<file path="config.mk">
export PLATFORM = sky130hd
export DESIGN_NAME = wld_lane
export DESIGN_NICKNAME = d
export VERILOG_FILES = /design/src/wld_pkg.sv /design/src/wld_lane.sv
export SDC_FILE = /design/constraint.sdc
export NUM_CORES = 1
export LEC_CHECK = 0
export BUFFER_PORTS_ARGS = -buffer_cell sky130_fd_sc_hd__buf_2
export CAP_MARGIN = 25
export CORE_MARGIN = 2
export CORE_UTILIZATION = 50
export DETAILED_ROUTE_END_ITERATION = 10
export PLACE_DENSITY = 0.68
export SLEW_MARGIN = 0
export SYNTH_ARGS = -nofsm -noshare
export SYNTH_HDL_FRONTEND = slang
export SYNTH_SLANG_ARGS = --single-unit
</file>
<file path="constraint.sdc">
create_clock -name clk -period 7.12 [get_ports clk]
set_input_delay 0.356 -clock clk [delete_from_list [all_inputs] [get_ports clk]]
set_output_delay 0.356 -clock clk [all_outputs]
set_load 0.05 [all_outputs]
</file>
<file path="src/wld_pkg.sv">
// ----------------------------------------------------------------------------
// wld_pkg - shared definitions for the window local dependence block
// Field widths, window neighbour tables and the control word that travels
// down the pipeline next to each window.
// ----------------------------------------------------------------------------
package wld_pkg;

    // field widths fixed by the stream format
    localparam int RAW_BITS       = 16;
    localparam int CELLS          = 9;
    localparam int NB_LANES       = 8;
    localparam int LANES          = NB_LANES + 1;
    localparam int CENTRE_CELL    = 4;
    localparam int CENTRE_LANE    = NB_LANES;
    localparam int MASK_BITS      = 9;
    localparam int VALUE_BITS     = 38;
    localparam int DATA_IN_BITS   = CELLS * RAW_BITS;
    localparam int DATA_OUT_BITS  = ((VALUE_BITS + 7) / 8) * 8;
    localparam int SAMPLE_BITS_DEF = 16;

    // per neighbour lane: window cell, count of window neighbours, the list
    localparam int NB_CELL  [NB_LANES] = '{0, 1, 2, 3, 5, 6, 7, 8};
    localparam int NB_COUNT [NB_LANES] = '{2, 4, 2, 4, 4, 2, 4, 2};
    localparam int NB_LIST  [NB_LANES][4] = '{
        '{1, 3, 0, 0},
        '{0, 2, 3, 5},
        '{1, 5, 0, 0},
        '{0, 1, 6, 7},
        '{1, 2, 7, 8},
        '{3, 7, 0, 0},
        '{3, 5, 6, 8},
        '{5, 7, 0, 0}
    };

    // partial sums hold up to eight samples
    function automatic int part_width(input int sb);
        return sb + 3;
    endfunction

    // accumulator: exact sum of nine scaled products, never below the output
    function automatic int acc_width(input int sb);
        return (2 * sb + 8 > VALUE_BITS) ? 2 * sb + 8 : VALUE_BITS;
    endfunction

    // scale of each lane: mean over cnt cells times four; the centre lane sum is scaled by four
    function automatic int lane_shift(input int lane);
        if (lane == CENTRE_LANE)
            return 2;
        else if (NB_COUNT[lane] == 2)
            return 1;
        else
            return 0;
    endfunction

    // control word that follows a window down the pipeline
    typedef struct packed {
        logic valid;
        logic missing;
    } wld_ctrl_t;

endpackage

</file>
<file path="src/wld_lane.sv">
// ----------------------------------------------------------------------------
// wld_lane - one product lane
// Multiplies a cell sample by its neighbour sum and applies the lane's
// fixed scale; product registered on enable.
// ----------------------------------------------------------------------------
module wld_lane
    import wld_pkg::*;
#(
    parameter int SAMPLE_BITS = SAMPLE_BITS_DEF,
    parameter int SHIFT       = 0
)
(
    input  logic                                      clk,
    input  logic                                      en,
    input  logic signed [SAMPLE_BITS-1:0]             samp,
    input  logic signed [part_width(SAMPLE_BITS)-1:0] part,
    output logic signed [acc_width(SAMPLE_BITS)-1:0]  prod_reg
);

    localparam int PROD_W = SAMPLE_BITS + part_width(SAMPLE_BITS);
    localparam int ACC_W  = acc_width(SAMPLE_BITS);

    logic signed [PROD_W-1:0] prod;
    logic signed [ACC_W-1:0]  prod_next;

    // exact signed product, widened then scaled
    assign prod      = samp * part;
    assign prod_next = ACC_W'(prod) <<< SHIFT;

    always_ff @(posedge clk)
    begin
        if (en)
            prod_reg <= prod_next;
    end

endmodule

</file>
# Word-level counts from Yosys, hierarchy flattened
# Index checks and enable logic that the tools add are counted.
# W data, S select, Z words.
word_totals:
  reg_bits: 35
  latchBits: 0
  mem_bits_rw: 0
  romBits: 0
  input_bits: 37
  out_inout_bits: 40
  memories: 0
op_classes:
  n_addsub: 0
  mul: 1
  div_mod_pow: 0
  magnitude_cmp: 0
  n_eq_ne: 0
  n_shift: 0
  mux: 0
  bitwise: 0
  n_reduce_logical: 0
ops:
  columns: ["op", "count"]
  rows:
  - ["$mul A16 B19 Y35", 1]

# Longest topological paths before layout
logic_depth:
  depth_word: 1
  depth_mapped: 24
  mapped_depth_nobuf: 21

# Worst setup path after synthesis
# OpenSTA, ideal clock, no wires.
synth_path:
  kind: "input to register"
  from: "in samp[7]"
  to: "reg, netlist name prod_reg[34]"
  setup_ps: 260
  t_arrival_ps: 5879
  required_time_ps: 6860
  setup_slack_ps: 981
  stages: 22
  path_buffers: 3
  cell_sequence: "clkbuf_1 -> clkbuf_1 -> nand2_1 -> fa_1 -> inv_1 -> fa_1 -> fa_1 -> fa_1 -> fa_1 -> inv_1 -> fa_1 -> inv_1 -> ha_1 -> clkbuf_1 -> a21oi_1 -> nand2_1 -> a2111oi_2 -> a21oi_2 -> a311oi_2 -> o31ai_1 -> a21oi_1 -> xnor2_1"
synth_between:
  elab_chain_len: 1
synth_rtl:
  columns: ["item", "line_no", "text"]
  rows:
  - ["from (decl)", "wld_lane.sv:15", "input logic signed [SAMPLE_BITS-1:0] samp,"]
  - ["$mul A16 B19 Y35", "wld_lane.sv:27", "assign prod = samp * part;"]
  - ["net prod[34]", "wld_lane.sv:23", "logic signed [PROD_W-1:0] prod;"]
# The timed path passes the listed nets, and every way through them passes these cells.
# A chain may end at the register's enable or synchronous reset.

# Worst setup path in the final report
layout_path:
  from: "in samp[7]"
  to: "reg prod_reg[33] (data pin)"
layout_between:
  elab_chain_len: 1
layout_rtl:
  columns: ["item", "line_no", "text"]
  rows:
  - ["$mul A16 B19 Y35", "wld_lane.sv:27", null]
  - ["net prod[33]", "wld_lane.sv:23", null]
  - ["to (signal assigned)", "wld_lane.sv:33", "prod_reg <= prod_next;"]
  - ["to (decl)", "wld_lane.sv:17", "output logic signed [acc_width(SAMPLE_BITS)-1:0] prod_reg"]
# The timed path passes the listed nets, and every way through them passes these cells.

==> flow_summary_export.csv <==
group,metric,value,unit
global_routing,grtUsageTotal,22.4,%
yosys,synth_edf_count,35,
finish,drive_gt1_share,7.31,%
yosys,synth.top_cell.area_share,49.0,%
routing,first_pass_iters,5,
yosys,synthCells,1293,
worst_setup_path,critPathMaxFanout,19,
finish,seqCellArea,1050,um2
cts,postCtsSetupBuffers,0,
timing,period_share,88.8,%
die,initial_core_util,51.0,%
place,dpl.hpwl,23000,um
global_routing,grt_pass1_wl,45900,um
finish,fillers,2198,
finish,antenna_cells,0,
routing,wl_per_cell,16.6,um
yosys,synth-seq-cells,35,
yosys,synth.area.top_cells,"fa_1, inv_1, ha_1",
finish,final_cells,1651,
finish,area_growth,5.86,%
global_routing,grt_use_met2,42.2,%
global_routing,grt_max_degree,36,
die,core_area,24400,um2
worst_setup_path,path_cells,"buf_2, nand2_1, fa_1, inv_1, fa_1, inv_1, fa_1, inv_1, fa_1, fa_1, inv_1, fa_1, inv_1, ha_1, inv_1, a211oi_1, o21ai_1, a2111oi_2, o211ai_1, a31oi_1, o311ai_1",
status,status,"finished, final reports clean",
yosys,synthArstFlopShare,0,%
timing,slew_violations,0,
timing,fin_setup_tns,0,ns
routing,ant_nets,0,
yosys,yosysSeqAreaShare,8.46,%
yosys,synth_fp_nets,1722,
timing,fin_crit,6.32,ns
place,place_area,13000,um2
global_routing,grt_pass1_vias,9189,
global_routing,busiest_layer,"met2",
yosys,yosys_warnings,0,
finish,multi_input_area,9910,um2
routing,drc,0,
yosys,synth.most_common_cell,"inv_1",
worst_setup_path,cpMaxStageDelayCell,"a2111oi_2",
yosys,synth_area_per_cell,9.61,um2
global_routing,grtUsageMet3,2.35,%
die,die_w,162,um
yosys,synth_top_area_cell,"fa_1",
timing,setup_violations,0,
global_routing,antenna_found_initial,0,
flow_run,maxCapViolCount,0,
place,gp_congestion,0.842,
min_path,hold_path.class,"in2reg",
cts,clock_sinks,35,
worst_setup_path,slowest_delay,0.63,ns
worst_setup_path,critical_path_class,"in2reg",
yosys,synth_area,12400,um2
yosys,synth_common_cells,"inv_1, fa_1, nand2_1, and2_1, ha_1",
routing,vias,8498,
cts,holdBufCountCts,0,
die,rows,57,
finish,largest_reg_flops,35,
finish,fin_nets,1755,
worst_setup_path,crit_path_start_kind,"input port",
die,dieArea,26100,um2
yosys,ys_types,41,
cts,cts_root_buffer,"clkbuf_16",
cts,cts_resized,0,
cts,htreeDepth,2,
cts,clk_path_buf_depth,2,
place,place_inst,1643,
timing,tightest_slew,0.818,ns
routing,viasPerCell,5.15,
worst_setup_path,cp_data_required_time,7.14,ns
die,io_pins,77,
timing,fmax,158,MHz
place,port_buffers,76,
global_routing,use_met1,28.1,%
finish,design_area,13200,um2
timing,rsz0062_at_grt,"no",
timing,finalHoldViolCount,0,
routing,detail_route.iter0.violations,357,
yosys,ys.flop_type,"edfxtp_1",
cts,cts_tree,"done",
cts,cts_buffers,5,
cts,path_clk_slew,0.06,ns
worst_setup_path,crit_path_end_kind,"flip-flop",
timing,slew_headroom,45.5,%
global_routing,grt_overflow_total,0,
die,die_h,162,um
worst_setup_path,worstPathArrival,6.34,ns
routing,wl,27400,um
==> final timing paths <==
| path | cells past startpoint | start | to | slack (ns) |
|---|---|---|---|---|
| worst min-delay path | 2 | part[0] | prod_reg[0] | 0.62 |
| worst max-delay path | 21 | samp[7] | prod_reg[33] | 0.80 |
==> layer usage <==
metal	wire, um	part of all wire, %
met4	553	2.0
met2	15100	55
met3	1140	4.2
met1	10600	39
met5	0	0
==> placed cells by master, fill, tap and decap left out, types with 8 or more instances in the layout <==
master / instances
a21o_1: 10
a21oi_1: 28
and2_1: 143
buf_2: 76
edfxtp_1: 35
fa_1: 304
ha_1: 88
inv_1: 334
nand2_1: 158
nor2_1: 25
xnor2_1: 32
xor2_1: 8
==> critical path: cells and delay by family <==
kind	cells	cell delay (ns)
AOI/OAI and AO/OA	6	1.77
buffers and inverters	7	0.69
and+or+nand+nor	1	0.13
adders and majority gates	7	3.38
==> logic make-up after synthesis <==
group	after synthesis	share of synthesized area (%)
simple gates	355	14.1
compound gates	84	4.95
fa+ha+maj	392	57.8
flops	35	8.46
buf+inv	387	11.8
xor+xnor	40	2.82
==> cell type report <==
cell class | count | share of cell area, %
Multi-Input combinational cell | 871 | 75.3
Inverter | 335 | 9.56
Sequential cell | 35 | 7.99
Tap cell | 324 | 3.08
Timing Repair Buffer | 78 | 3.00
Clock buffer | 6 | 0.979
Clock inverter | 2 | 0.0951
==> stage by stage <==
stage	hold WS (ns)	util [%]	worst slack [ns]
floorplan	0.468	-	0.981
global placement	0.894	53.4	0.610
detailed placement	0.895	53.4	0.519
CTS	0.609	53.9	0.808
global route	0.630	53.9	0.347
finish	0.617	53.9	0.797
Power is not shown: default switching activity piles up to over one toggle a cycle in this logic, so the estimate is an artifact.
