**config.mk**
```make
export PLATFORM = sky130hd
export DESIGN_NAME = wld_merge
export DESIGN_NICKNAME = d
export VERILOG_FILES = /design/src/wld_pkg.sv /design/src/wld_merge.sv
export SDC_FILE = /design/constraint.sdc
export NUM_CORES = 1
export LEC_CHECK = 0
export BUFFER_PORTS_ARGS = -buffer_cell sky130_fd_sc_hd__buf_2
export CORE_ASPECT_RATIO = 1.2
export CORE_MARGIN = 2
export CORE_UTILIZATION = 55
export DETAILED_ROUTE_END_ITERATION = 10
export GPL_TIMING_DRIVEN = 0
export PLACE_DENSITY = 0.82
export RECOVER_POWER = 100
export SYNTH_ARGS = -nofsm -noshare
export SYNTH_HDL_FRONTEND = slang
export SYNTH_SLANG_ARGS = --single-unit
```
**constraint.sdc**
```tcl
create_clock -name clk -period 8 [get_ports clk]
set_clock_uncertainty 0.05 [all_clocks]
set_input_delay 0.4 -clock clk [delete_from_list [all_inputs] [get_ports clk]]
set_output_delay 0.4 -clock clk [all_outputs]
set_load 0.1 [all_outputs]
```
**src/wld_pkg.sv**
```systemverilog
// ----------------------------------------------------------------------------
// wld_pkg - shared definitions for the window local dependence block
// Field widths, window neighbour tables and the control word that travels
// down the pipeline next to each window.
// ----------------------------------------------------------------------------
package wld_pkg;

    // field widths fixed by the stream format
    localparam int RAW_BITS       = 16;
    localparam int CELLS          = 9;
    localparam int NB_LANES       = 8;
    localparam int LANES          = NB_LANES + 1;
    localparam int CENTRE_CELL    = 4;
    localparam int CENTRE_LANE    = NB_LANES;
    localparam int MASK_BITS      = 9;
    localparam int VALUE_BITS     = 38;
    localparam int DATA_IN_BITS   = CELLS * RAW_BITS;
    localparam int DATA_OUT_BITS  = ((VALUE_BITS + 7) / 8) * 8;
    localparam int SAMPLE_BITS_DEF = 16;

    // per neighbour lane: window cell, count of window neighbours, the list
    localparam int NB_CELL  [NB_LANES] = '{0, 1, 2, 3, 5, 6, 7, 8};
    localparam int NB_COUNT [NB_LANES] = '{2, 4, 2, 4, 4, 2, 4, 2};
    localparam int NB_LIST  [NB_LANES][4] = '{
        '{1, 3, 0, 0},
        '{0, 2, 3, 5},
        '{1, 5, 0, 0},
        '{0, 1, 6, 7},
        '{1, 2, 7, 8},
        '{3, 7, 0, 0},
        '{3, 5, 6, 8},
        '{5, 7, 0, 0}
    };

    // partial sums hold up to eight samples
    function automatic int part_width(input int sb);
        return sb + 3;
    endfunction

    // accumulator: exact sum of nine scaled products, never below the output
    function automatic int acc_width(input int sb);
        return (2 * sb + 8 > VALUE_BITS) ? 2 * sb + 8 : VALUE_BITS;
    endfunction

    // scale of each lane: mean over cnt cells times four; the centre lane sum is scaled by four
    function automatic int lane_shift(input int lane);
        if (lane == CENTRE_LANE)
            return 2;
        else if (NB_COUNT[lane] == 2)
            return 1;
        else
            return 0;
    endfunction

    // control word that follows a window down the pipeline
    typedef struct packed {
        logic valid;
        logic missing;
    } wld_ctrl_t;

endpackage

```
**src/wld_merge.sv**
```systemverilog
// ----------------------------------------------------------------------------
// wld_merge - lane merge and result
// Two registered adder levels combine the nine lane products, then the
// total is negated, wrapped to the output width and zeroed when missing.
// ----------------------------------------------------------------------------
module wld_merge
    import wld_pkg::*;
#(
    parameter int SAMPLE_BITS = SAMPLE_BITS_DEF
)
(
    input  logic                                     clk,
    input  logic                                     en_tri,
    input  logic                                     en_out,
    input  wld_ctrl_t                                ctrl_tri,
    input  logic signed [acc_width(SAMPLE_BITS)-1:0] prod [LANES],
    output logic [VALUE_BITS-1:0]                    value_reg
);

    localparam int ACC_W = acc_width(SAMPLE_BITS);

    logic signed [ACC_W-1:0] tri_reg  [3];
    logic signed [ACC_W-1:0] tri_next [3];
    logic signed [ACC_W-1:0] total;
    logic [VALUE_BITS-1:0]   value_next;

    // first level: three groups of three lanes
    always_comb
    begin
        for (int g = 0; g < 3; g++)
            tri_next[g] = prod[3*g] + prod[3*g+1] + prod[3*g+2];
    end

    // second level: final sum, negate, wrap
    always_comb
    begin
        total      = -(tri_reg[0] + tri_reg[1] + tri_reg[2]);
        value_next = ctrl_tri.missing ? '0 : total[VALUE_BITS-1:0];
    end

    always_ff @(posedge clk)
    begin
        if (en_tri)
            tri_reg <= tri_next;
        if (en_out)
            value_reg <= value_next;
    end

endmodule

```
## Word-level counts from Yosys, hierarchy flattened

Index checks and enable logic that the tools add are counted.

| storage, ports and cells | value |
|---|---|
| logic and storage cells | 13 |
| output and inout port bits | 38 |
| bits of input ports | 365 |
| flip-flop bits (word level) | 152 |

| cells by class | value |
|---|---|
| add/subtract/negate cells | 9 |

Operator list:

| kind | number |
|---|---|
| $add 38x38->38 | 8 |
| $neg 38->38 | 1 |

## Longest topological paths before layout

| depth | value |
|---|---|
| depth after elaboration | 3 |
| mapped depth | 14 |

## Worst setup path before layout

No wires, ideal clock.

| timing path | value |
|---|---|
| kind | flip-flop to flip-flop |
| from | register tri_reg[1] (netlist name) |
| to | register value_reg[35], data pin |
| arrival | 3.399 ns |
| path buffers | 0 |
| path slack | 4.289 ns |
| stages on the path, launching flop included | 15 |
| path through | edfxtp_1 > ha_1 > fa_1 > inv_1 > ha_1 > fa_1 > a21o_1 > a21oi_2 > or4_4 > a21oi_4 > nor3_2 > o31ai_2 > a21oi_2 > o31ai_2 > mux2_1 |

| on the way | value |
|---|---|
| word-level cells in the longest chain between the ends | 2 |

Ends and longest elaborated chain:

| item | RTL line | RTL |
|---|---|---|
| start, declared | wld_merge.sv:22 | `logic signed [ACC_W-1:0] tri_reg [3];` |
| start signal, assigned | wld_merge.sv:44 | `tri_reg <= tri_next;` |
| $add 38x38->38 | wld_merge.sv:37 | `total = -(tri_reg[0] + tri_reg[1] + tri_reg[2]);` |
| $neg 38->38 | wld_merge.sv:37 |  |
| end signal, assigned | wld_merge.sv:46 | `value_reg <= value_next;` |
| end, declared | wld_merge.sv:17 | `output logic [VALUE_BITS-1:0] value_reg` |

Every way passes these cells.
A chain may end at the register's enable or synchronous reset.

## Worst setup path after layout

| timing path | value |
|---|---|
| from | input en_tri |
| to | register tri_reg[112] (netlist name), enable pin |

RTL lines:

| item | RTL line | RTL |
|---|---|---|
| start, declared | wld_merge.sv:13 | `input logic en_tri,` |

No word-level cell between the ends.

==> flow_metrics.env <==
export IMPL_outcome="finished, violations left"
export IMPL_violations="max-capacitance violations, max-slew violations"
export IMPL_setup_viol=0
export IMPL_cp_arrival_ns=4.86
export IMPL_grt_max_degree=75
export IMPL_synth_seq_cells=152
export IMPL_grt_use_met1_pct=33.2
export IMPL_max_freq_mhz=201
export IMPL_syn_area_um2=16300
export IMPL_cellLeakagePower_nw=8.96
export IMPL_drt_initial_drc_count=817
export IMPL_crit_slowest_cell="clkbuf_1"
export IMPL_ys_warn_count=0
export IMPL_pwr_share_comb_pct=72.2
export IMPL_switchingPower_mw=4.17
export IMPL_clk_latency_ns=0.43
export IMPL_track_usage_pct=27.4
export IMPL_power_density_nw_per_um2=421
export IMPL_via_count=13500
export IMPL_tritoncts="built"
export IMPL_critical_path_class="in2reg"
export IMPL_synth_edf_count=152
export IMPL_start_kind="primary input"
export IMPL_antenna_found_initial=0
export IMPL_synthTopCellsByCount="182 x ha_1, 152 x edfxtp_1, 151 x fa_1, 147 x inv_1, 133 x a21oi_1"
export IMPL_total_power_mw=8.05
export IMPL_gr_usage_met2_pct=50.5
export IMPL_final_util_pct=65.2
export IMPL_core_um2=29400
export IMPL_yosys_area_top_type="edfxtp_1"
export IMPL_period_minus_slack_ns=4.97
export IMPL_hpwl_um=35800
export IMPL_holdWs_ns=0.378
export IMPL_intPower_mw=3.88
export IMPL_ys_seq_area_share_pct=28.0
export IMPL_area_delta_synth_final_pct=17.6
export IMPL_reg2reg_setup_slack_ns=3.41
export IMPL_syn_inst=1573
export IMPL_die_h_um=192
export IMPL_cts_root_buf="clkbuf_16"
export IMPL_post_cts_buffers=0
export IMPL_synth_top_area_share_pct=28.0
export IMPL_grt_pass1_vias=13600
export IMPL_crit_buf_inv=2
export IMPL_synth_most_common_cell="ha_1"
export IMPL_ir_drop_v=0.000356
export IMPL_grt_met3_usage_pct=2.79
export IMPL_dpl_worst_slack_ns=3.77
export IMPL_worst_setup_path_end_kind="register"
export IMPL_synthFlopType="edfxtp_1"
export IMPL_cts_max_path_buffers=2
export IMPL_clkPwrFrac_pct=10.0
export IMPL_gr_total_overflow=0
export IMPL_drt_vias_per_instance=5.67
export IMPL_critPathTopFamily="buffers and inverters"
export IMPL_sw_frac_of_total_pct=51.8
export IMPL_htreeDepth=4
export IMPL_setup_ws_ns=3.03
export IMPL_wl_um=42400
export IMPL_synthTopCellsByArea="edfxtp_1 28%, fa_1 19%, ha_1 14%"
export IMPL_hp_class="in2reg"
export IMPL_nNetsFinal=2674
export IMPL_p_seq_share_pct=17.8
export IMPL_dpl_cell_count=2347
export IMPL_rsz0062_at_grt="false"
export IMPL_max_slew_margin_pct=-163
export IMPL_slowest_delay_ns=2.86
export IMPL_route_detailed_drc=0
export IMPL_hold_violations=0
export IMPL_first_pass_iters=5
export IMPL_stdcell_area_um2=19100
export IMPL_period_share_pct=62.2
export IMPL_gp_congestion=0.962
export IMPL_avgRoutedWirePerCell_um=17.8
export IMPL_grt_pass1_wl_um=67400
export IMPL_core_rowCount=69
export IMPL_cts_clk_slew_worst_paths_ns=0.07
export IMPL_drive_above_1_share_pct=19.0
export IMPL_slew_viol_final=156
export IMPL_cts_buffers=17
export IMPL_fin_cells=2380
export IMPL_setup_tns_ns=0
export IMPL_crit_path_max_fanout=74
export IMPL_start_util_pct=55.4
export IMPL_cap_violations=3
export IMPL_fp_dieW_um=161
export IMPL_cp_cell_sequence="clkbuf_1 > clkbuf_1"
export IMPL_critPathMostFrequentCell="clkbuf_1"
export IMPL_netlist_cell_type_count=69
export IMPL_crit_required_ns=7.89
export IMPL_final_antenna_net_count=0
export IMPL_io_buffers=383
export IMPL_die_area_um2=31000
export IMPL_cts_resized=0
export IMPL_avgSynthCellArea_um2=10.3
export IMPL_tightest_slew_ns=3.95
export IMPL_cts_sinks=152
export IMPL_cts_hold_buf=0
export IMPL_grt_most_used_layer="met2"
export IMPL_async_flop_share_pct=0
export IMPL_pin_count=403
export IMPL_largest_reg_flops=114
export IMPL_synthesis_nets=2271
export IMPL_place_area_um2=18700
final timing paths:
| check | from | to | cells past startpoint |
|---|---|---|---|
| max | en_tri | tri_reg[112]$_DFFE_PP_ | 2 |
| min | prod[81] | tri_reg[1]$_DFFE_PP_ | 3 |
| max reg2reg | tri_reg[1]$_DFFE_PP_ | value_reg[31]$_SDFFCE_PP0P_ | 14 |
| min reg2reg | tri_reg[80]$_DFFE_PP_ | value_reg[0]$_SDFFCE_PP0P_ | 3 |
power groups by stage:
| stage | combinational (mW) | sequential, mW | clock (mW) |
|---|---|---|---|
| 6_report | 5.82 | 1.43 | 0.806 |
| 5_1_grt | 6.42 | 1.46 | 0.844 |
| 4_1_cts | 5.84 | 1.42 | 0.816 |
| 3_5_place_dp | 5.75 | 1.44 | 0 |
| 3_3_place_gp | 5.68 | 1.43 | 0 |
| 2_1_floorplan | 3.75 | 2.10 | 0 |
worst min-delay path, delay by kind of cell:
family	cells	cell delay, ns
adder cells (fa/ha/maj)	2	0.26
buffers and inverters	1	0.09
cell families (layout without fill, tap and decap cells):
group | after synthesis | in the layout | synth area share [%]
compound gates | 448 | 448 | 18.3
fa+ha+maj | 333 | 333 | 32.6
simple gates | 314 | 314 | 9.12
buf+inv | 182 | 598 | 4.20
flops | 152 | 152 | 28.0
xor+xnor | 140 | 140 | 7.53
mux | 4 | 4 | 0.269
other cells | 0 | 1 | 0
layout make-up:
type                    count  area, um^2
clock buffers              18         429
diodes                      1        2.50
well taps                 390         488
clock inverters            14         154
multi-input cells        1239       11000
flip-flops and latches    152        4560
inverters                 147         552
repair buffers            384        1860
plain buffers              35         131
fillers                  2418       10200
cell usage in the layout (no fill, tap or decap), drive strengths merged, types with 55 or more instances in the layout:
cell	instances
o21ai	66
ha	182
buf	336
fa	151
xnor2	85
edfxtp	152
nand2	85
clkbuf	101
a21oi	136
xor2	55
nor2	99
a21o	104
inv	157
routing by layer:
layer | up-vias | wire, um | share of wire, %
li1 | 6476 | - | -
met1 | 6445 | 17100 | 40
met2 | 487 | 21800 | 52
met3 | 85 | 1970 | 4.7
met4 | 0 | 1500 | 3.5
met5 | - | 0 | 0
Note: power is estimated with default switching activity, not from simulation.
