`config.mk`:
```
export PLATFORM = sky130hd
export DESIGN_NAME = wld_prep
export DESIGN_NICKNAME = d
export VERILOG_FILES = /design/src/wld_pkg.sv /design/src/wld_prep.sv
export SDC_FILE = /design/constraint.sdc
export NUM_CORES = 1
export LEC_CHECK = 0
export ABC_AREA = 1
export ABC_CLOCK_PERIOD_IN_PS = 4730
export BUFFER_PORTS_ARGS = -buffer_cell sky130_fd_sc_hd__buf_2
export CORE_ASPECT_RATIO = 0.75
export CORE_MARGIN = 4
export CORE_UTILIZATION = 56
export CTS_CLUSTER_DIAMETER = 30
export CTS_CLUSTER_SIZE = 14
export DETAILED_ROUTE_END_ITERATION = 16
export GPL_TIMING_DRIVEN = 0
export PLACE_DENSITY = 0.79
export SETUP_SLACK_MARGIN = 0.15
export SLEW_MARGIN = 20
export SYNTH_ARGS = -nofsm -noshare
export SYNTH_HDL_FRONTEND = slang
export SYNTH_SLANG_ARGS = --single-unit
```
`constraint.sdc`:
```
create_clock -name clk -period 4.73 [get_ports clk]
set_input_delay 0.473 -clock clk [delete_from_list [all_inputs] [get_ports clk]]
set_output_delay 0.473 -clock clk [all_outputs]
set_load 0.005 [all_outputs]
```
`src/wld_pkg.sv`:
```
// ----------------------------------------------------------------------------
// wld_pkg - shared definitions for the window local dependence block
// Field widths, window neighbour tables and the control word that travels
// down the pipeline next to each window.
// ----------------------------------------------------------------------------
package wld_pkg;

    // field widths fixed by the stream format
    localparam int RAW_BITS       = 16;
    localparam int CELLS          = 9;
    localparam int NB_LANES       = 8;
    localparam int LANES          = NB_LANES + 1;
    localparam int CENTRE_CELL    = 4;
    localparam int CENTRE_LANE    = NB_LANES;
    localparam int MASK_BITS      = 9;
    localparam int VALUE_BITS     = 38;
    localparam int DATA_IN_BITS   = CELLS * RAW_BITS;
    localparam int DATA_OUT_BITS  = ((VALUE_BITS + 7) / 8) * 8;
    localparam int SAMPLE_BITS_DEF = 16;

    // per neighbour lane: window cell, count of window neighbours, the list
    localparam int NB_CELL  [NB_LANES] = '{0, 1, 2, 3, 5, 6, 7, 8};
    localparam int NB_COUNT [NB_LANES] = '{2, 4, 2, 4, 4, 2, 4, 2};
    localparam int NB_LIST  [NB_LANES][4] = '{
        '{1, 3, 0, 0},
        '{0, 2, 3, 5},
        '{1, 5, 0, 0},
        '{0, 1, 6, 7},
        '{1, 2, 7, 8},
        '{3, 7, 0, 0},
        '{3, 5, 6, 8},
        '{5, 7, 0, 0}
    };

    // partial sums hold up to eight samples
    function automatic int part_width(input int sb);
        return sb + 3;
    endfunction

    // accumulator: exact sum of nine scaled products, never below the output
    function automatic int acc_width(input int sb);
        return (2 * sb + 8 > VALUE_BITS) ? 2 * sb + 8 : VALUE_BITS;
    endfunction

    // scale of each lane: mean over cnt cells times four; the centre lane sum is scaled by four
    function automatic int lane_shift(input int lane);
        if (lane == CENTRE_LANE)
            return 2;
        else if (NB_COUNT[lane] == 2)
            return 1;
        else
            return 0;
    endfunction

    // control word that follows a window down the pipeline
    typedef struct packed {
        logic valid;
        logic missing;
    } wld_ctrl_t;

endpackage

```
`src/wld_prep.sv`:
```
// ----------------------------------------------------------------------------
// wld_prep - sample extension and neighbour sums
// Takes the nine samples as signed values and forms, for each lane, the multiplicand
// sample and the sum of its window neighbours; registered on enable.
// ----------------------------------------------------------------------------
module wld_prep
    import wld_pkg::*;
#(
    parameter int SAMPLE_BITS = SAMPLE_BITS_DEF
)
(
    input  logic                                   clk,
    input  logic                                   en,
    input  logic [DATA_IN_BITS-1:0]                raw_data,
    output logic signed [SAMPLE_BITS-1:0]          lane_samp_reg [LANES],
    output logic signed [part_width(SAMPLE_BITS)-1:0] lane_part_reg [LANES]
);

    localparam int EXT_W  = (SAMPLE_BITS > RAW_BITS) ? SAMPLE_BITS : RAW_BITS;
    localparam int PART_W = part_width(SAMPLE_BITS);

    logic signed [SAMPLE_BITS-1:0] samp      [CELLS];
    logic signed [SAMPLE_BITS-1:0] samp_next [LANES];
    logic signed [PART_W-1:0]      part_next [LANES];

    // low SAMPLE_BITS of each raw sample, zero extended first, taken as signed
    always_comb
    begin
        logic [EXT_W-1:0] ext;
        ext = '0;
        for (int k = 0; k < CELLS; k++)
        begin
            ext     = EXT_W'(raw_data[k*RAW_BITS +: RAW_BITS]);
            samp[k] = signed'(ext[SAMPLE_BITS-1:0]);
        end
    end

    // neighbour sums per lane; centre lane takes all eight neighbours
    always_comb
    begin
        logic signed [PART_W-1:0] acc;
        logic signed [PART_W-1:0] all_nb;
        all_nb = '0;
        for (int k = 0; k < NB_LANES; k++)
        begin
            acc = '0;
            for (int j = 0; j < 4; j++)
            begin
                if (j < NB_COUNT[k])
                    acc = acc + PART_W'(samp[NB_LIST[k][j]]);
            end
            part_next[k] = acc;
            samp_next[k] = samp[NB_CELL[k]];
            all_nb       = all_nb + PART_W'(samp[NB_CELL[k]]);
        end
        part_next[CENTRE_LANE] = all_nb;
        samp_next[CENTRE_LANE] = samp[CENTRE_CELL];
    end

    always_ff @(posedge clk)
    begin
        if (en)
        begin
            lane_samp_reg <= samp_next;
            lane_part_reg <= part_next;
        end
    end

endmodule

```
======== Word level (Yosys, flattened, before mapping) ========
Cells that the tools add are included.
word-level totals
  register bits ........................... 315
  input port bits ......................... 146
  output and inout bits ................... 315
  logic and storage cells ................. 40
cells by class
  add/sub/neg operators ................... 22
operators with widths
  cell              count
  $add A16 B16 Y17  8
  $add A18 B16 Y19  5
  $add A17 B16 Y18  5
  $add A19 B16 Y19  4

======== Longest topological paths before layout ========
  word-level depth ........................ 7
  mapped depth ............................ 23
  mapped depth without buffers ............ 23

======== Least setup slack after synthesis ========
OpenSTA, ideal clock, no wires.
  path kind ............................... input to register
  start ................................... input port raw_data[47]
  end ..................................... register lane_part_reg[18] in the netlist's numbering (data pin)
  library setup time ...................... 0.252 ns
  arrival time ............................ 3.776 ns
  slack ................................... 0.701 ns
  cell stages on the path ................. 19
  buffers on the path ..................... 0
  cells stage by stage .................... inv_1 > fa_1 > inv_1 > fa_1 > inv_1 > fa_1 > fa_1 > inv_1 > ha_1 > nand2_1 > inv_1 > nand2_1 > nand2_1 > a21oi_1 > nand2_1 > nor2_1 > inv_1 > nand2_1 > nand2_1
RTL lines
  item                  RTL line        source
  from (decl)           wld_prep.sv:14  input logic [DATA_IN_BITS-1:0] raw_data,
  to (signal assigned)  wld_prep.sv:65  lane_part_reg <= part_next;
  to (decl)             wld_prep.sv:16  output logic signed [part_width(SAMPLE_BITS)-1:0] lane_part_reg [LANES]

==> run_results.csv <==
group,metric,value,unit
clock_tree,cts_buffers,56,
timing,drv_slew,0,
clock_tree,post-cts-setup-buffer-count,0,
clock_tree,clock_path_buffers,3,
setup_path,worstSetupPathType,"in2reg",
die,die_y,180,um
timing,fmax,0.236,GHz
timing,period_minus_slack,4240,ps
finish,largest_reg_flops,163,
timing,finalHoldViolCount,0,
route,firstDrtPassIters,7,
power_and_ir_drop,internal_power,9240,uW
finish,layout_commonest_cell,"buf_2",
power_and_ir_drop,vdd_drop_max,0.573,mV
place,routabilityCongestion,0.985,
setup_path,crit_path_frequent_cell,"nand2_1",
finish,final_cell_mix,"buf_2, nand2_1, inv_1",
setup_path,max_stage_delay,500,ps
clock_tree,h-tree-depth,2,
logic_synthesis,synthArstFlopShare,0,%
power_and_ir_drop,p_leak,0.0128,uW
setup_path,cp-end-kind,"flop",
logic_synthesis,synth_area,22000,sq um
setup_path,crit_slowest_cell,"fa_1",
clock_tree,root_buffer,"clkbuf_16",
route,antenna_left,0,
route,wl_per_cell,22.9,um
grt,grt_overflow,0,
logic_synthesis,syn_area_per_cell,10.9,sq um
die,die_area,42500,sq um
finish,drive_above_1_share,23.9,%
hold_path,holdPathStages,1,
power_and_ir_drop,combPwrFrac,45.9,%
grt,first_global_vias,18100,
run,max_cap_violations,0,
logic_synthesis,synthDistinctLibCells,42,
logic_synthesis,synth_ff_type,"edfxtp_1",
logic_synthesis,ys_seq_area_share,42.0,%
power_and_ir_drop,power_density,571,nW/um^2
place,io_buffers,460,
logic_synthesis,synth_edf_count,307,
power_and_ir_drop,power.share.clock,27.3,%
timing,period_share,89.6,%
setup_path,cp_max_fo,6,
setup_path,crit_chain,"buf_2 > inv_1 > fa_1 > inv_1 > fa_1 > fa_1 > inv_1 > fa_1 > inv_1 > ha_1 > a21oi_1 > o21ai_0 > nand2_1 > nand2_1 > nand2_1 > nand2_1 > nor2_1 > inv_1 > nand2_1 > nand2_1",
clock_tree,path_clk_slew,60,ps
clock_tree,post_cts_resized,0,
finish,finalNonFillerCells,3095,
place,hpwl,58200,um
timing,rsz0062_at_grt,"no",
route,drtIter0Drc,1701,
finish,num-nets-final,3056,
clock_tree,cts_tree,"built",
logic_synthesis,synth_nets,2535,
power_and_ir_drop,p_sw_share,40.1,%
clock_tree,postCtsHoldBufs,0,
die,coreArea,38500,sq um
timing,setup_viol,0,
die,row_count,62,
place,dp.cells,2989,
logic_synthesis,ys_seq_elements,307,
setup_path,crit_required,5050,ps
timing,slew_headroom,56.7,%
finish,n_fill_cell,2822,
timing,tightest_slew,645,ps
route,wl,70800,um
power_and_ir_drop,p_sw,6190,uW
finish,area_growth,22.9,%
route,via_per_inst,5.63,
setup_path,crit_arrival,4550,ps
clock_tree,cts_sinks,307,
route,via_count,17400,
place,preCtsSetupSlack,-67.4,ps
die,io_pins,461,
die,die_width,237,um
logic_synthesis,yosysWarningCount,0,
timing,fin_ws,494,ps
grt,grt_pass1_wl,107000,um
route,drc,0,
power_and_ir_drop,p_seq_share,26.8,%
grt,antenna_found_initial,9,
grt,grt_max_degree,100,
outcome,status,"finished, final reports clean",
die,initial_core_util,57.1,%
grt,grtUsageTotal,33.2,%
logic_synthesis,syn-instance-count,2014,
setup_path,cp-start-kind,"input port",
hold_path,holdCritPathClass,"in2reg",
-- cell families (layout without fill, tap and decap cells) --
logic type,count (synthesis),count (layout),synth area share [%]
AND/OR/NAND/NOR,600,600,11.4
adder cells (fa/ha/maj),375,375,28.3
buffers and inverters,338,906,5.91
flip-flops,307,307,42.0
AO/OA/AOI/OAI,268,268,7.30
XOR/XNOR,126,126,5.06
other,0,1,0
-- path summary, 6_finish.rpt --
check,endpoint,from
max,lane_part_reg[18],raw_data[85]
min,lane_samp_reg[11],raw_data[75]
-- final cells by class --
cell class	count	area, sq um	area share, %
clock inverter	46	562	2.08
tap	512	641	2.37
multi-input combinational	1369	11400	42.4
sequential	307	9220	34.1
timing repair buffer	463	2390	8.87
buffer	8	60.1	0.222
inverter	330	1240	4.59
antenna	1	2.50	0.00927
clock buffer	59	1430	5.31
-- critical path: cells and delay by family --
kind	cells	cell delay, ps
fa+ha+maj	5	2270
simple gates	7	690
buf+inv	6	620
compound gates	2	460
-- synth_stat cells, types with 2 or more instances --
cell type,number,share of area [%]
a21boi_1,13,0.44
a21o_1,13,0.44
a21oi_1,133,3.0
a21oi_2,7,0.28
a31oi_1,3,0.085
and2_1,3,0.085
buf_4,8,0.27
edfxtp_1,307,42
fa_1,204,19
ha_1,171,9.7
inv_1,329,5.6
nand2_1,356,6.1
nand2_2,7,0.20
nand3_1,93,2.1
nand3_2,5,0.23
nand3b_1,2,0.068
nand4_1,6,0.17
nor2_1,96,1.6
nor2_2,2,0.057
nor3_1,23,0.52
nor3_2,2,0.091
nor4_1,2,0.057
o21a_1,8,0.27
o21ai_0,32,0.73
o21ai_1,14,0.32
o21ai_2,18,0.72
o21bai_1,16,0.55
o31ai_1,4,0.14
xnor2_1,40,1.6
xor2_1,85,3.4
-- per-layer routing --
metal	routed length, um	global-route usage, %	part of all wire, %	vias up
li1	-	-	-	7780
met1	27600	44.9	39	8477
met2	32300	52.8	46	938
met3	7560	7.54	11	211
met4	3330	13.0	4.7	16
met5	97	0	0.14	-
-- power groups by stage --
stage | Sequential (uW) | Combinational [uW] | Clock [uW]
6_report | 4130 | 7080 | 4220
5_1_grt | 4180 | 7850 | 4400
3_3_place_gp | 4160 | 6790 | 0
3_5_place_dp | 4170 | 6920 | 0
4_1_cts | 4130 | 7010 | 4250
2_1_floorplan | 4240 | 4350 | 0
-- stage by stage --
stage	util (%)	total power [uW]	hold WS, ps	instance area [sq um]	setup TNS (ps)
2_1_floorplan	-	8590	572	22000	0
3_3_place_gp	64.7	11000	650	24900	-287750
3_5_place_dp	65.0	11100	651	25000	-79.7
4_1_cts	70.2	15400	47.5	27000	0
5_1_grt	70.2	16400	59.2	27000	0
6_report	70.2	15400	70.0	27000	0
Note: power is estimated with default switching activity, not from simulation.
